## src/sv/uoi_pkg.sv

```systemverilog
// shared types, codes and constants for the unicycle odometry integrator
// no dependencies; imported by every module of the block
package uoi_pkg;

    localparam int CORDIC_STEPS_DEF = 16;
    localparam int ATAN_ENTRIES     = 30;
    localparam int TRIG_W           = 34;   // cordic x/y Q2.30 with headroom; z is the angle, 2^32 per turn
    localparam int MUL_A_W          = 49;
    localparam int MUL_B_W          = 17;
    localparam int MUL_P_W          = MUL_A_W + MUL_B_W;

    localparam logic [31:0]       TIMEOUT_RST  = 32'd32768;
    localparam logic [TRIG_W-1:0] CORDIC_START = TRIG_W'(652032874);

    typedef enum logic [1:0] {
        REQ_CMD  = 2'd0,
        REQ_POSE = 2'd1,
        REQ_TICK = 2'd2,
        REQ_NONE = 2'd3
    } t_req;

    typedef enum logic [1:0] {
        MUL_TH,     // angular velocity times dt
        MUL_VD,     // linear velocity times dt
        MUL_XC,     // v*dt times cosine
        MUL_YS      // v*dt times sine
    } t_mul_sel;

    typedef enum logic [3:0] {
        S_IDLE,
        S_AGE,
        S_MTH,
        S_HEAD,
        S_VD,
        S_CORD,
        S_FIX,
        S_MX,
        S_MY,
        S_AY,
        S_OUT
    } t_state;

    typedef struct packed {
        logic     load_cmd;
        logic     load_pose;
        logic     load_dt;
        logic     age_upd;
        logic     mul_en;
        t_mul_sel mul_sel;
        logic     head_upd;
        logic     vd_load;
        logic     cordic_init;
        logic     cordic_step;
        logic     trig_fix;
        logic     x_upd;
        logic     y_upd;
        logic     out_load;
    } t_cmd;

    typedef struct packed {
        logic cordic_last;
        logic out_busy;
    } t_status;

    function automatic logic [TRIG_W-1:0] atan_lut(input logic [4:0] idx);
        logic [31:0] v;
        case (idx)
            5'd0:  v = 32'd536870912;
            5'd1:  v = 32'd316933406;
            5'd2:  v = 32'd167458907;
            5'd3:  v = 32'd85004756;
            5'd4:  v = 32'd42667331;
            5'd5:  v = 32'd21354465;
            5'd6:  v = 32'd10679838;
            5'd7:  v = 32'd5340245;
            5'd8:  v = 32'd2670163;
            5'd9:  v = 32'd1335087;
            5'd10: v = 32'd667544;
            5'd11: v = 32'd333772;
            5'd12: v = 32'd166886;
            5'd13: v = 32'd83443;
            5'd14: v = 32'd41722;
            5'd15: v = 32'd20861;
            5'd16: v = 32'd10430;
            5'd17: v = 32'd5215;
            5'd18: v = 32'd2608;
            5'd19: v = 32'd1304;
            5'd20: v = 32'd652;
            5'd21: v = 32'd326;
            5'd22: v = 32'd163;
            5'd23: v = 32'd81;
            5'd24: v = 32'd41;
            5'd25: v = 32'd20;
            5'd26: v = 32'd10;
            5'd27: v = 32'd5;
            5'd28: v = 32'd3;
            5'd29: v = 32'd1;
            default: v = 32'd0;
        endcase
        return {{(TRIG_W-32){1'b0}}, v};
    endfunction

endpackage

```

## src/sv/uoi_ctrl.sv

```systemverilog
// sequencer for the odometry integrator: walks a tick through age check,
// heading update, cordic iterations and position update; uses uoi_pkg
module uoi_ctrl (
    input  logic            i_clk,
    input  logic            i_rst_n,
    input  logic            i_valid,
    output logic            o_ready,
    input  logic [1:0]      i_req_type,
    input  uoi_pkg::t_status i_status,
    output uoi_pkg::t_cmd   o_cmd
);
    import uoi_pkg::*;

    t_state r_state;
    t_state n_state;
    logic   w_acc;

    assign w_acc = i_valid && o_ready;

    always_ff @(posedge i_clk) begin
        if (!i_rst_n) begin
            r_state <= S_IDLE;
        end else begin
            r_state <= n_state;
        end
    end

    always_comb begin
        n_state = r_state;
        case (r_state)
            S_IDLE: begin
                if (w_acc && i_req_type == REQ_TICK) n_state = S_AGE;
            end
            S_AGE:  n_state = S_MTH;
            S_MTH:  n_state = S_HEAD;
            S_HEAD: n_state = S_VD;
            S_VD:   n_state = S_CORD;
            S_CORD: begin
                if (i_status.cordic_last) n_state = S_FIX;
            end
            S_FIX:  n_state = S_MX;
            S_MX:   n_state = S_MY;
            S_MY:   n_state = S_AY;
            S_AY:   n_state = S_OUT;
            S_OUT: begin
                if (!i_status.out_busy) n_state = S_IDLE;
            end
            default: n_state = S_IDLE;
        endcase
    end

    always_comb begin
        o_ready = (r_state == S_IDLE);
        o_cmd   = '0;
        o_cmd.mul_sel = MUL_TH;
        case (r_state)
            S_IDLE: begin
                o_cmd.load_cmd  = w_acc && i_req_type == REQ_CMD;
                o_cmd.load_pose = w_acc && i_req_type == REQ_POSE;
                o_cmd.load_dt   = w_acc && i_req_type == REQ_TICK;
            end
            S_AGE: o_cmd.age_upd = 1'b1;
            S_MTH: begin
                o_cmd.mul_en  = 1'b1;
                o_cmd.mul_sel = MUL_TH;
            end
            S_HEAD: begin
                o_cmd.head_upd = 1'b1;
                o_cmd.mul_en   = 1'b1;
                o_cmd.mul_sel  = MUL_VD;
            end
            S_VD: begin
                o_cmd.vd_load     = 1'b1;
                o_cmd.cordic_init = 1'b1;
            end
            S_CORD: o_cmd.cordic_step = 1'b1;
            S_FIX:  o_cmd.trig_fix = 1'b1;
            S_MX: begin
                o_cmd.mul_en  = 1'b1;
                o_cmd.mul_sel = MUL_XC;
            end
            S_MY: begin
                o_cmd.x_upd   = 1'b1;
                o_cmd.mul_en  = 1'b1;
                o_cmd.mul_sel = MUL_YS;
            end
            S_AY:  o_cmd.y_upd = 1'b1;
            S_OUT: o_cmd.out_load = !i_status.out_busy;
            default: ;
        endcase
    end

    a_tick_starts: assert property (@(posedge i_clk) disable iff (!i_rst_n)
        (w_acc && i_req_type == REQ_TICK) |=> r_state == S_AGE)
        else $error("tick item did not start the sequence");
    a_cordic_holds: assert property (@(posedge i_clk) disable iff (!i_rst_n)
        (r_state == S_CORD && !i_status.cordic_last) |=> r_state == S_CORD)
        else $error("cordic left early");
    a_busy_not_ready: assert property (@(posedge i_clk) disable iff (!i_rst_n)
        (r_state != S_IDLE) |-> !o_ready)
        else $error("ready while a tick is in flight");

endmodule

```

## src/sv/uoi_datapath.sv

```systemverilog
// pose and velocity state, shared multiplier, iterative cordic and the
// result register of the odometry integrator; uses uoi_pkg
module uoi_datapath #(
    parameter int CORDIC_STEPS = uoi_pkg::CORDIC_STEPS_DEF
) (
    input  logic               i_clk,
    input  logic               i_rst_n,
    input  uoi_pkg::t_cmd      i_cmd,
    output uoi_pkg::t_status   o_status,
    input  logic signed [31:0] i_cmd_linear,
    input  logic signed [31:0] i_cmd_angular,
    input  logic signed [31:0] i_new_x,
    input  logic signed [31:0] i_new_y,
    input  logic signed [31:0] i_new_heading,
    input  logic [15:0]        i_delta_time,
    input  logic [31:0]        i_timeout,
    output logic               o_valid,
    input  logic               i_ready,
    output logic signed [31:0] o_pos_x,
    output logic signed [31:0] o_pos_y,
    output logic signed [31:0] o_heading,
    output logic               o_timed_out
);
    import uoi_pkg::*;

    localparam int IW = (CORDIC_STEPS > 1) ? $clog2(CORDIC_STEPS) : 1;

    logic signed [31:0] r_x, r_y, r_lin, r_ang;
    logic [31:0]        r_head, r_age;
    logic [15:0]        r_dt;
    logic               r_tout;
    logic signed [MUL_P_W-1:0] r_prod;
    logic signed [MUL_A_W-1:0] r_vd;
    logic signed [TRIG_W-1:0]  r_cx, r_cy, r_cz;
    logic [IW-1:0]      r_i;
    logic               r_flip;
    logic signed [16:0] r_cos, r_sin;
    logic               r_out_valid;
    logic signed [31:0] r_ox, r_oy, r_oh;
    logic               r_ot;

    logic [32:0]               w_age_sum;
    logic [31:0]               w_age;
    logic signed [MUL_A_W-1:0] w_ma;
    logic signed [MUL_B_W-1:0] w_mb;
    logic                      w_flip;
    logic [31:0]               w_fold;
    logic signed [TRIG_W-1:0]  w_dx, w_dy, w_atan;
    logic signed [34:0]        w_inc;

    function automatic logic signed [16:0] to_q15(input logic signed [35:0] v);
        logic signed [35:0] r;
        r = (v + 36'sd16384) >>> 15;
        if (r > 36'sd32767) return 17'sd32767;
        if (r < -36'sd32768) return -17'sd32768;
        return r[16:0];
    endfunction

    function automatic logic signed [31:0] sat_add(input logic signed [31:0] p,
                                                   input logic signed [34:0] d);
        logic signed [35:0] s;
        s = 36'(p) + 36'(d);
        if (s > 36'sd2147483647) return 32'sh7fffffff;
        if (s < -36'sd2147483648) return 32'sh80000000;
        return s[31:0];
    endfunction

    assign w_age_sum = {1'b0, r_age} + {17'd0, r_dt};
    assign w_age     = w_age_sum[32] ? 32'hffffffff : w_age_sum[31:0];

    always_comb begin
        case (i_cmd.mul_sel)
            MUL_TH: begin
                w_ma = MUL_A_W'(r_ang);
                w_mb = {1'b0, r_dt};
            end
            MUL_VD: begin
                w_ma = MUL_A_W'(r_lin);
                w_mb = {1'b0, r_dt};
            end
            MUL_XC: begin
                w_ma = r_vd;
                w_mb = r_cos;
            end
            MUL_YS: begin
                w_ma = r_vd;
                w_mb = r_sin;
            end
            default: begin
                w_ma = '0;
                w_mb = '0;
            end
        endcase
    end

    // fold into [-pi/2, pi/2) by a half turn
    assign w_flip = r_head[31] ^ r_head[30];
    assign w_fold = {r_head[31] ^ w_flip, r_head[30:0]};

    assign w_dx   = r_cy >>> r_i;
    assign w_dy   = r_cx >>> r_i;
    assign w_atan = atan_lut(5'(r_i));
    assign w_inc  = r_prod[MUL_P_W-1:31];

    always_ff @(posedge i_clk) begin
        if (!i_rst_n) begin
            r_x   <= '0;
            r_y   <= '0;
            r_head <= '0;
            r_lin <= '0;
            r_ang <= '0;
            r_age <= 32'hffffffff;
        end else begin
            if (i_cmd.load_cmd) begin
                r_lin <= i_cmd_linear;
                r_ang <= i_cmd_angular;
                r_age <= '0;
            end
            if (i_cmd.load_pose) begin
                r_x    <= i_new_x;
                r_y    <= i_new_y;
                r_head <= i_new_heading;
            end
            if (i_cmd.age_upd) begin
                r_age <= w_age;
                if (w_age > i_timeout) begin
                    r_lin <= '0;
                    r_ang <= '0;
                end
            end
            if (i_cmd.head_upd) r_head <= r_head + r_prod[39:8];
            if (i_cmd.x_upd) r_x <= sat_add(r_x, w_inc);
            if (i_cmd.y_upd) r_y <= sat_add(r_y, w_inc);
        end
    end

    always_ff @(posedge i_clk) begin
        if (i_cmd.load_dt) r_dt <= i_delta_time;
        if (i_cmd.age_upd) r_tout <= (w_age > i_timeout);
        if (i_cmd.mul_en) r_prod <= w_ma * w_mb;
        if (i_cmd.vd_load) r_vd <= r_prod[MUL_A_W-1:0];
        if (i_cmd.cordic_init) begin
            r_cx   <= CORDIC_START;
            r_cy   <= '0;
            r_cz   <= TRIG_W'(signed'(w_fold));
            r_i    <= '0;
            r_flip <= w_flip;
        end else if (i_cmd.cordic_step) begin
            if (!r_cz[TRIG_W-1]) begin
                r_cx <= r_cx - w_dx;
                r_cy <= r_cy + w_dy;
                r_cz <= r_cz - w_atan;
            end else begin
                r_cx <= r_cx + w_dx;
                r_cy <= r_cy - w_dy;
                r_cz <= r_cz + w_atan;
            end
            r_i <= r_i + 1'b1;
        end
        if (i_cmd.trig_fix) begin
            r_cos <= to_q15(r_flip ? -36'(r_cx) : 36'(r_cx));
            r_sin <= to_q15(r_flip ? -36'(r_cy) : 36'(r_cy));
        end
    end

    always_ff @(posedge i_clk) begin
        if (!i_rst_n) begin
            r_out_valid <= 1'b0;
        end else if (i_cmd.out_load) begin
            r_out_valid <= 1'b1;
        end else if (i_ready) begin
            r_out_valid <= 1'b0;
        end
    end

    always_ff @(posedge i_clk) begin
        if (i_cmd.out_load) begin
            r_ox <= r_x;
            r_oy <= r_y;
            r_oh <= r_head;
            r_ot <= r_tout;
        end
    end

    assign o_status.cordic_last = (r_i == IW'(CORDIC_STEPS - 1));
    assign o_status.out_busy    = r_out_valid && !i_ready;
    assign o_valid     = r_out_valid;
    assign o_pos_x     = r_ox;
    assign o_pos_y     = r_oy;
    assign o_heading   = r_oh;
    assign o_timed_out = r_ot;

    a_out_holds: assert property (@(posedge i_clk) disable iff (!i_rst_n)
        (r_out_valid && !i_ready && !i_cmd.out_load) |=> $stable(r_ox) && $stable(r_oy))
        else $error("pending result changed");
    a_no_overwrite: assert property (@(posedge i_clk) disable iff (!i_rst_n)
        i_cmd.out_load |-> !(r_out_valid && !i_ready))
        else $error("result overwritten before it was taken");
    a_timeout_zero: assert property (@(posedge i_clk) disable iff (!i_rst_n)
        (i_cmd.age_upd && w_age > i_timeout) |=> (r_lin == 32'sd0 && r_ang == 32'sd0))
        else $error("velocities not cleared on timeout");

endmodule

```

## src/sv/unicycle_odometry_integrator_core.sv

```systemverilog
// top level of the unicycle odometry integrator: apb timeout register,
// sequencer and datapath; uses uoi_pkg, uoi_ctrl, uoi_datapath
// command and pose items are loaded on accept; a tick walks the age, heading,
// cordic, fix and position states before the result register is loaded
// one tick at a time: ready only when idle, and a tick waits while a result is pending
// reset (synchronous, active low): pose and velocities zero, command age all ones
module unicycle_odometry_integrator_core #(
    parameter int CORDIC_STEPS = uoi_pkg::CORDIC_STEPS_DEF
) (
    input  logic               i_clk,
    input  logic               i_rst_n,
    input  logic               psel,
    input  logic               penable,
    input  logic               pwrite,
    input  logic [2:0]         paddr,
    input  logic [31:0]        pwdata,
    output logic [31:0]        prdata,
    output logic               pready,
    input  logic               i_valid,
    output logic               o_ready,
    input  logic [1:0]         i_req_type,
    input  logic signed [31:0] i_cmd_linear,
    input  logic signed [31:0] i_cmd_angular,
    input  logic signed [31:0] i_new_x,
    input  logic signed [31:0] i_new_y,
    input  logic signed [31:0] i_new_heading,
    input  logic [15:0]        i_delta_time,
    output logic               o_valid,
    input  logic               i_ready,
    output logic signed [31:0] o_pos_x,
    output logic signed [31:0] o_pos_y,
    output logic signed [31:0] o_heading,
    output logic               o_timed_out
);
    import uoi_pkg::*;

    logic [31:0] r_timeout;
    t_cmd        w_cmd;
    t_status     w_status;

    assign pready = 1'b1;
    assign prdata = paddr[2] ? 32'd0 : r_timeout;

    always_ff @(posedge i_clk) begin
        if (!i_rst_n) begin
            r_timeout <= TIMEOUT_RST;
        end else if (psel && penable && pwrite && !paddr[2]) begin
            r_timeout <= pwdata;
        end
    end

    uoi_ctrl u_ctrl (
        .i_clk      (i_clk),
        .i_rst_n    (i_rst_n),
        .i_valid    (i_valid),
        .o_ready    (o_ready),
        .i_req_type (i_req_type),
        .i_status   (w_status),
        .o_cmd      (w_cmd)
    );

    uoi_datapath #(
        .CORDIC_STEPS (CORDIC_STEPS)
    ) u_dp (
        .i_clk         (i_clk),
        .i_rst_n       (i_rst_n),
        .i_cmd         (w_cmd),
        .o_status      (w_status),
        .i_cmd_linear  (i_cmd_linear),
        .i_cmd_angular (i_cmd_angular),
        .i_new_x       (i_new_x),
        .i_new_y       (i_new_y),
        .i_new_heading (i_new_heading),
        .i_delta_time  (i_delta_time),
        .i_timeout     (r_timeout),
        .o_valid       (o_valid),
        .i_ready       (i_ready),
        .o_pos_x       (o_pos_x),
        .o_pos_y       (o_pos_y),
        .o_heading     (o_heading),
        .o_timed_out   (o_timed_out)
    );

endmodule
```

## config.mk

```make
export PLATFORM = sky130hd
export DESIGN_NAME = unicycle_odometry_integrator_core
export DESIGN_NICKNAME = d
export VERILOG_FILES = /design/src/sv/uoi_pkg.sv /design/src/sv/uoi_ctrl.sv /design/src/sv/uoi_datapath.sv /design/src/sv/unicycle_odometry_integrator_core.sv
export SDC_FILE = /design/constraint.sdc
export NUM_CORES = 2
export LEC_CHECK = 0
export ABC_AREA = 1
export ABC_CLOCK_PERIOD_IN_PS = 8520
export BUFFER_PORTS_ARGS = -buffer_cell sky130_fd_sc_hd__buf_4
export CORE_UTILIZATION = 64
export CTS_CLUSTER_DIAMETER = 100
export CTS_CLUSTER_SIZE = 14
export DETAILED_ROUTE_END_ITERATION = 12
export GPL_ROUTABILITY_DRIVEN = 0
export PLACE_DENSITY = 0.83
export SYNTH_ARGS = -nofsm -noshare
export SYNTH_HDL_FRONTEND = slang
export SYNTH_SLANG_ARGS = --single-unit
```

## constraint.sdc

```tcl
create_clock -name i_clk -period 8.52 [get_ports i_clk]
set_clock_uncertainty 0.1 [all_clocks]
set_input_delay 0.426 -clock i_clk [delete_from_list [all_inputs] [get_ports i_clk]]
set_output_delay 0.426 -clock i_clk [all_outputs]
set_load 0.005 [all_outputs]
```

## Yosys cells after proc, flatten, opt, wreduce, memory -nomap -nowiden

Memory sizes are Yosys's and may differ from the RTL's. A register that Yosys moved wholly into a read port is not among the register bits.
Cells that the tools add are included.

| cells by class | value |
|---|---|
| add/sub/neg operators | 15 |
| eq/ne operators | 19 |
| shift-type cells | 2 |
| reduce and logical (&&, ||, !) cells | 23 |
| magnitude comparators | 9 |
| multipliers | 1 |
| bitwise gates (word level) | 2 |
| muxes and demuxes | 83 |

Operators by type and width:

| operator | number |
|---|---|
| $mux W32 | 24 |
| $mux W34 | 5 |
| $pmux W49 S3 | 1 |
| $mux W17 | 8 |
| $add A32 B35 Y36 | 2 |
| $add A36 B16 Y36 const B | 2 |
| $gt A36 B32 Y1 const B | 2 |
| $lt A36 B32 Y1 const B | 2 |
| $mux W36 | 2 |
| $neg A34 Y36 | 2 |
| $add A34 B34 Y34 | 2 |
| $sshr A34 B4 Y34 | 2 |
| $sub A34 B34 Y34 | 2 |
| $mul A49 B17 Y66 | 1 |
| $pmux W17 S3 | 1 |
| $pmux W4 S11 | 1 |
| $gt A21 B16 Y1 const B | 2 |
| $lt A21 B16 Y1 const B | 2 |
| $add A34 B33 Y34 | 1 |
| $sub A34 B33 Y34 | 1 |
| $add A32 B16 Y33 | 1 |
| $mux W1 | 33 |
| $add A32 B32 Y32 | 1 |
| $gt A32 B32 Y1 | 1 |
| other kinds (21) | 53 |

| word-level totals | value |
|---|---|
| output and inout port bits | 132 |
| logic and storage cells | 179 |
| register bits after elaboration | 599 |
| input port bits | 220 |
| memories kept | 1 |
| memory bits (read-only) | 480 |

Memories:

| memory | words | bits a word | rd ports | clocked after Yosys merged registers in | write ports | line | text |
|---|---|---|---|---|---|---|---|
| (name not given) | 16 | 30 | 1 | 1 | 0 | uoi_pkg.sv:67 | `case (idx)` |

## Longest topological paths before layout

| depth | value |
|---|---|
| word-level depth | 11 |
| mapped depth | 40 |
| mapped depth without buffers | 38 |

## Modules after synthesis

Synthesis repeated with hierarchy kept, for this count alone.

| second synthesis, totals | value |
|---|---|
| cell total of the unflattened synthesis | 10087 |
| area total of the unflattened synthesis | 73997.2 sq um |

Modules (own cells, without submodules):

| module | area each (sq um) | cells an instance | sequential area each (sq um) | times used |
|---|---|---|---|---|
| uoi_datapath | 71966.5 | 9741 | 14854.2 | 1 |
| unicycle_odometry_integrator_core | 1670.4 | 279 | 640.6 | 1 |
| uoi_ctrl | 360.3 | 67 | 80.1 | 1 |

## Least setup slack after synthesis

No wires, ideal clock.

| timing path | value |
|---|---|
| path kind | reg-to-reg |
| start point | reg u_ctrl.r_state[1] |
| end point | reg u_dp.r_prod[65] (data pin) |
| period minus slack after synthesis | 7.556 ns |
| path buffers | 4 |
| setup slack | 0.964 ns |
| cell stages (with the launch flop) | 34 |
| library setup time | 0.262 ns |
| required time | 8.158 ns |
| data arrival time | 7.194 ns |
| cell sequence | dfxtp_1 > buf_2 > nor2_1 > inv_2 > nor2_1 > buf_2 > a22o_1 > a21oi_1 > inv_1 > clkbuf_1 > clkbuf_1 > nand2_1 > fa_1 > inv_1 > fa_1 > inv_1 > fa_1 > inv_1 > fa_1 > fa_1 > inv_1 > fa_1 > inv_1 > ha_1 > nand2_1 > nor2_1 > inv_1 > nor4_1 > a21oi_1 > o21ai_0 > nand3_1 > o21ai_0 > a21oi_1 > xor2_1 |

| on the way | value |
|---|---|
| longest elaborated chain between the ends | 6 |
| elaborated cells between the ends (all ways) | 14 |
| those cells by class | 1 x mul; 7 x eq/ne; 3 x mux; 3 x reduce/logical |

RTL lines:

| what | line | text |
|---|---|---|
| start: declaration | uoi_ctrl.sv:14 | `t_state r_state;` |
| start signal: assignment | uoi_ctrl.sv:24 | `r_state <= n_state;` |
| $eq A4 B4 Y1, or another cell as far along | uoi_ctrl.sv:56 | `case (r_state)` |
| $pmux W3 S4 (*) | uoi_ctrl.sv:56 |  |
| $eq A2 B2 Y1, or another cell as far along | uoi_datapath.sv:72 | `case (i_cmd.mul_sel)` |
| $reduce_or A2 Y1 (no source line) | n/a |  |
| $pmux W49 S3 / $pmux W17 S3 (equally long branches) | uoi_datapath.sv:72 |  |
| $mul A49 B17 Y66 (*) | uoi_datapath.sv:140 | `if (i_cmd.mul_en) r_prod <= w_ma * w_mb;` |
| end signal: assignment | uoi_datapath.sv:140 |  |
| end: declaration | uoi_datapath.sv:32 | `logic signed [MUL_P_W-1:0] r_prod;` |

Mark *: on every way between the ends. The rest lies on a longest branch, timed or not.
A chain may end at the register's enable or synchronous reset.

## Final worst setup path

| timing path | value |
|---|---|
| start point | reg u_ctrl.r_state[1] |
| end point | reg u_dp.r_prod[64] (data pin) |

Same word-level chain as after synthesis.

==> results.py <==
metrics = {
    "grt": {
        "gr-max-usage-layer": "met2",
        "grt_pass1_vias": 68600,
        "grt_use_met2_pct": 62.3,
        "met3_usage_pct": 14.0,
        "grt_pass1_wl_mm": 380,
        "grt_use_total_pct": 42.0,
        "grt_overflow_total": 0,
        "antenna_found_initial": 9,
        "grt_max_degree": 95,
        "use_met1_pct": 54.1,
    },
    "cells_and_area": {
        "nFillCells": 8771,
        "ff_latch_area_um2": 15600,
        "nets": 11600,
        "area_delta_synth_final_pct": 9.86,
        "multi_input_area_um2": 50300,
        "stdcell_count": 11700,
        "drive_gt1_share_pct": 8.18,
    },
    "flow_run": {
        "maxCapViolations": 0,
    },
    "worst_setup_path": {
        "max_stage_delay_ps": 620,
        "reg2regPathDepth": 29,
        "path_max_fanout": 17,
        "crit_arrival_ps": 8620,
        "worstSetupPathType": "reg2reg",
        "crit_family": "adder cells",
        "worst-path-buf-inv": 9,
        "cpMostUsedCell": "fa_1",
        "path_depth": 29,
        "end_kind": "register",
        "crit_slowest_cell": "fa_1",
        "start_kind": "register",
        "worstPathRequired_ps": 8850,
    },
    "placement": {
        "port_buffers": 348,
        "dp_hpwl_mm": 195,
        "place_inst": 11500,
    },
    "yosys": {
        "yosys_warnings": 0,
        "yosysUniqueCellTypes": 73,
        "syn-cell-area_um2": 73300,
        "yosys.area.top_type": "fa_1",
        "avgSynthCellArea_um2": 7.43,
        "yosysTopAreaCellShare_pct": 21.4,
        "synth_cells": 9870,
        "synth_fp_nets": 11300,
        "ys_top_cells_by_area": "fa_1 (21%), edfxtp_1 (12%), nand2_1 (11%)",
        "yosys_most_used_dff": "dfxtp_1",
        "ys_ff_latch": 629,
        "ys_seq_area_share_pct": 21.2,
        "synth-async-reset-ratio_pct": 0,
        "synth_edf_count": 298,
    },
    "detailed_routing": {
        "ant_nets": 0,
        "routed_wl_mm": 249,
        "route.detailed.drc": 0,
        "drt-wirelength-per-cell_um": 21.2,
        "via_per_inst": 6.11,
        "vias": 71700,
        "dr.pass1.iters": 10,
        "drt_first_iter_violations": 9765,
    },
    "power": {
        "power_per_cell_area_nw_per_um2": 168,
        "peakVddDrop_uv": 167,
        "totalPowerFinal_mw": 13.5,
        "p_leak_nw": 39.3,
    },
    "floorplanning": {
        "core_um2": 113000,
        "die_h_um": 340,
        "initial_utilization_pct": 64.9,
        "dieArea_um2": 116000,
        "floorplan.die.width_um": 340,
        "io_pins": 352,
        "core.rowCount": 123,
    },
    "worst_hold_path": {
        "hold_class": "in2reg",
        "min_path_cells": 4,
    },
    "sta": {
        "rsz0062_at_grt": "true",
        "fin_crit_sh_pct": 97.4,
        "tightest_slew_ps": 1310,
        "period_needed_ps": 8300,
        "slew_viol_final": 0,
        "max_freq_mhz": 121,
        "setup-violations-final": 0,
        "relSlewSlack_pct": 12.8,
        "hold_violations": 0,
    },
    "clocking": {
        "cts.sinks": 629,
        "worstSkewPairLatency_ps": 700,
        "h-tree-depth": 2,
        "clk_pin_slew_worst_paths_ps": 70,
        "cts_tree": "done",
        "cts_buffers": 52,
        "clockBufferDepth": 3,
        "cts-root-buf": "clkbuf_16",
    },
    "status": {
        "status": "completed",
    },
}
-- per-stage QoR --
| stage | hold slack [ps] | utilization [%] | worst slack (ps) | cell area, um2 | setup TNS (ps) |
|---|---|---|---|---|---|
| floorplan | 300 | - | 964 | 73300 | 0 |
| global placement | 306 | 68.6 | 57.0 | 77500 | 0 |
| detailed placement | 307 | 68.6 | -69.5 | 77500 | -107 |
| CTS | 0.0934 | 71.1 | 40.4 | 80400 | 0 |
| global route | 20.3 | 71.3 | -16.5 | 80500 | -40.6 |
| finish | 4.66 | 71.3 | 223 | 80500 | 0 |
-- tightest hold or removal path, stage by stage --
cell     delay [ps]
buf_4            70
or2_2           100
nand2_1          50
a21oi_1         110
-- metal layers --
| metal | vias to the layer above | share of wire, % | routed length, um |
|---|---|---|---|
| met1 | 33300 | 36 | 89400 |
| met5 | - | 0.17 | 417 |
| met2 | 5348 | 41 | 103000 |
| met4 | 20 | 7.0 | 17300 |
| li1 | 32000 | - | - |
| met3 | 1123 | 16 | 38700 |
-- cells by family (layout without fill, tap and decap cells) --
kind of cell,after synthesis,after routing,synth area share (%)
AND/OR/NAND/NOR,4184,4184,23.8
buffers and inverters,1992,2356,10.5
AO/OA/AOI/OAI,1530,1530,12.0
adder cells (fa/ha/maj),1193,1193,28.4
flip-flops,629,629,21.2
XOR/XNOR,341,341,4.13
other,1,13,0.00511
-- power breakdown --
part	internal (mW)	total, mW	leakage [nW]	switching (mW)
clock	1.21	2.43	0.747	1.21
sequential	3.44	3.75	5.42	0.304
combinational	2.59	7.37	33.1	4.78
total	7.25	13.5	39.3	6.29
-- timing repair --
item / CTS / global route
endpoints found under the setup margin: 3 / 28
resized for setup: 2 / 41
hold buffers: 132 / 0
buffers inserted: 0 / 3
hold endpoints to repair: 133 / 0
-- cell usage after synthesis, types with 25 or more instances --
| cell type | number |
|---|---|
| nand2_1 | 2168 |
| inv_1 | 1603 |
| nor2_1 | 1112 |
| fa_1 | 783 |
| a21oi_1 | 635 |
| nand3_1 | 522 |
| o21ai_0 | 437 |
| ha_1 | 410 |
| dfxtp_1 | 331 |
| edfxtp_1 | 298 |
| clkbuf_1 | 212 |
| xor2_1 | 210 |
| xnor2_1 | 127 |
| o211ai_1 | 111 |
| buf_2 | 77 |
| nand4_1 | 74 |
| nor3_1 | 70 |
| a31oi_1 | 63 |
| nand2_2 | 60 |
| or2_2 | 56 |
| a21o_1 | 36 |
| o21bai_1 | 36 |
| inv_2 | 34 |
| o21ai_1 | 30 |
| nor4_1 | 29 |
| o21a_1 | 29 |
| buf_1 | 27 |
| nor2_2 | 25 |
-- cell usage in the layout, fill, tap and decap left out, types with 53 or more instances in the layout --
master	count
or2_2	56
dlygate4sd3_1	132
xor2_1	210
nor3_1	70
fa_1	783
ha_1	410
inv_1	1593
nor2_1	1100
a21oi_1	627
buf_4	463
o21ai_0	430
a31oi_1	63
nand4_1	74
nand3_1	522
xnor2_1	127
o211ai_1	111
nand2_2	63
dfxtp_1	327
edfxtp_1	298
clkbuf_16	53
nand2_1	2165
-- final timing paths --
kind	to	startpoint	slack [ps]
max	u_dp.r_prod[64]	u_ctrl.r_state[1]	220
min reg2reg	u_dp.r_vd[2]	u_dp.r_prod[2]	330
min	u_dp.r_x[20]	i_new_x[20]	5
max reg2reg	u_dp.r_prod[64]	u_ctrl.r_state[1]	220
-- registers in the layout, indices dropped and copies added (netlist names), 4 cells and up --
register	count
r_timeout	32
u_dp.o_pos_y	32
u_dp.r_y	32
u_dp.r_cy	34
u_dp.w_atan	30
u_dp.o_heading	32
u_dp.r_ang	32
u_ctrl.r_state	4
u_dp.o_pos_x	32
u_dp.r_cz	34
u_dp.r_sin	17
u_dp.r_i	4
u_dp.r_vd	49
u_dp.r_cos	17
u_dp.r_prod	66
u_dp.r_head	32
u_dp.r_age	32
u_dp.r_lin	32
u_dp.r_cx	34
u_dp.r_dt	16
u_dp.r_x	32
-- layout make-up --
type	instances	share of cell area, %
flip-flops and latches	629	19.3
inverters	1659	7.81
diodes	12	0.0373
well taps	1500	2.33
multi-input cells	7249	62.4
repair buffers	601	6.09
clock inverters	6	0.130
clock buffers	90	1.83
Note: power is estimated with default switching activity, not from simulation.
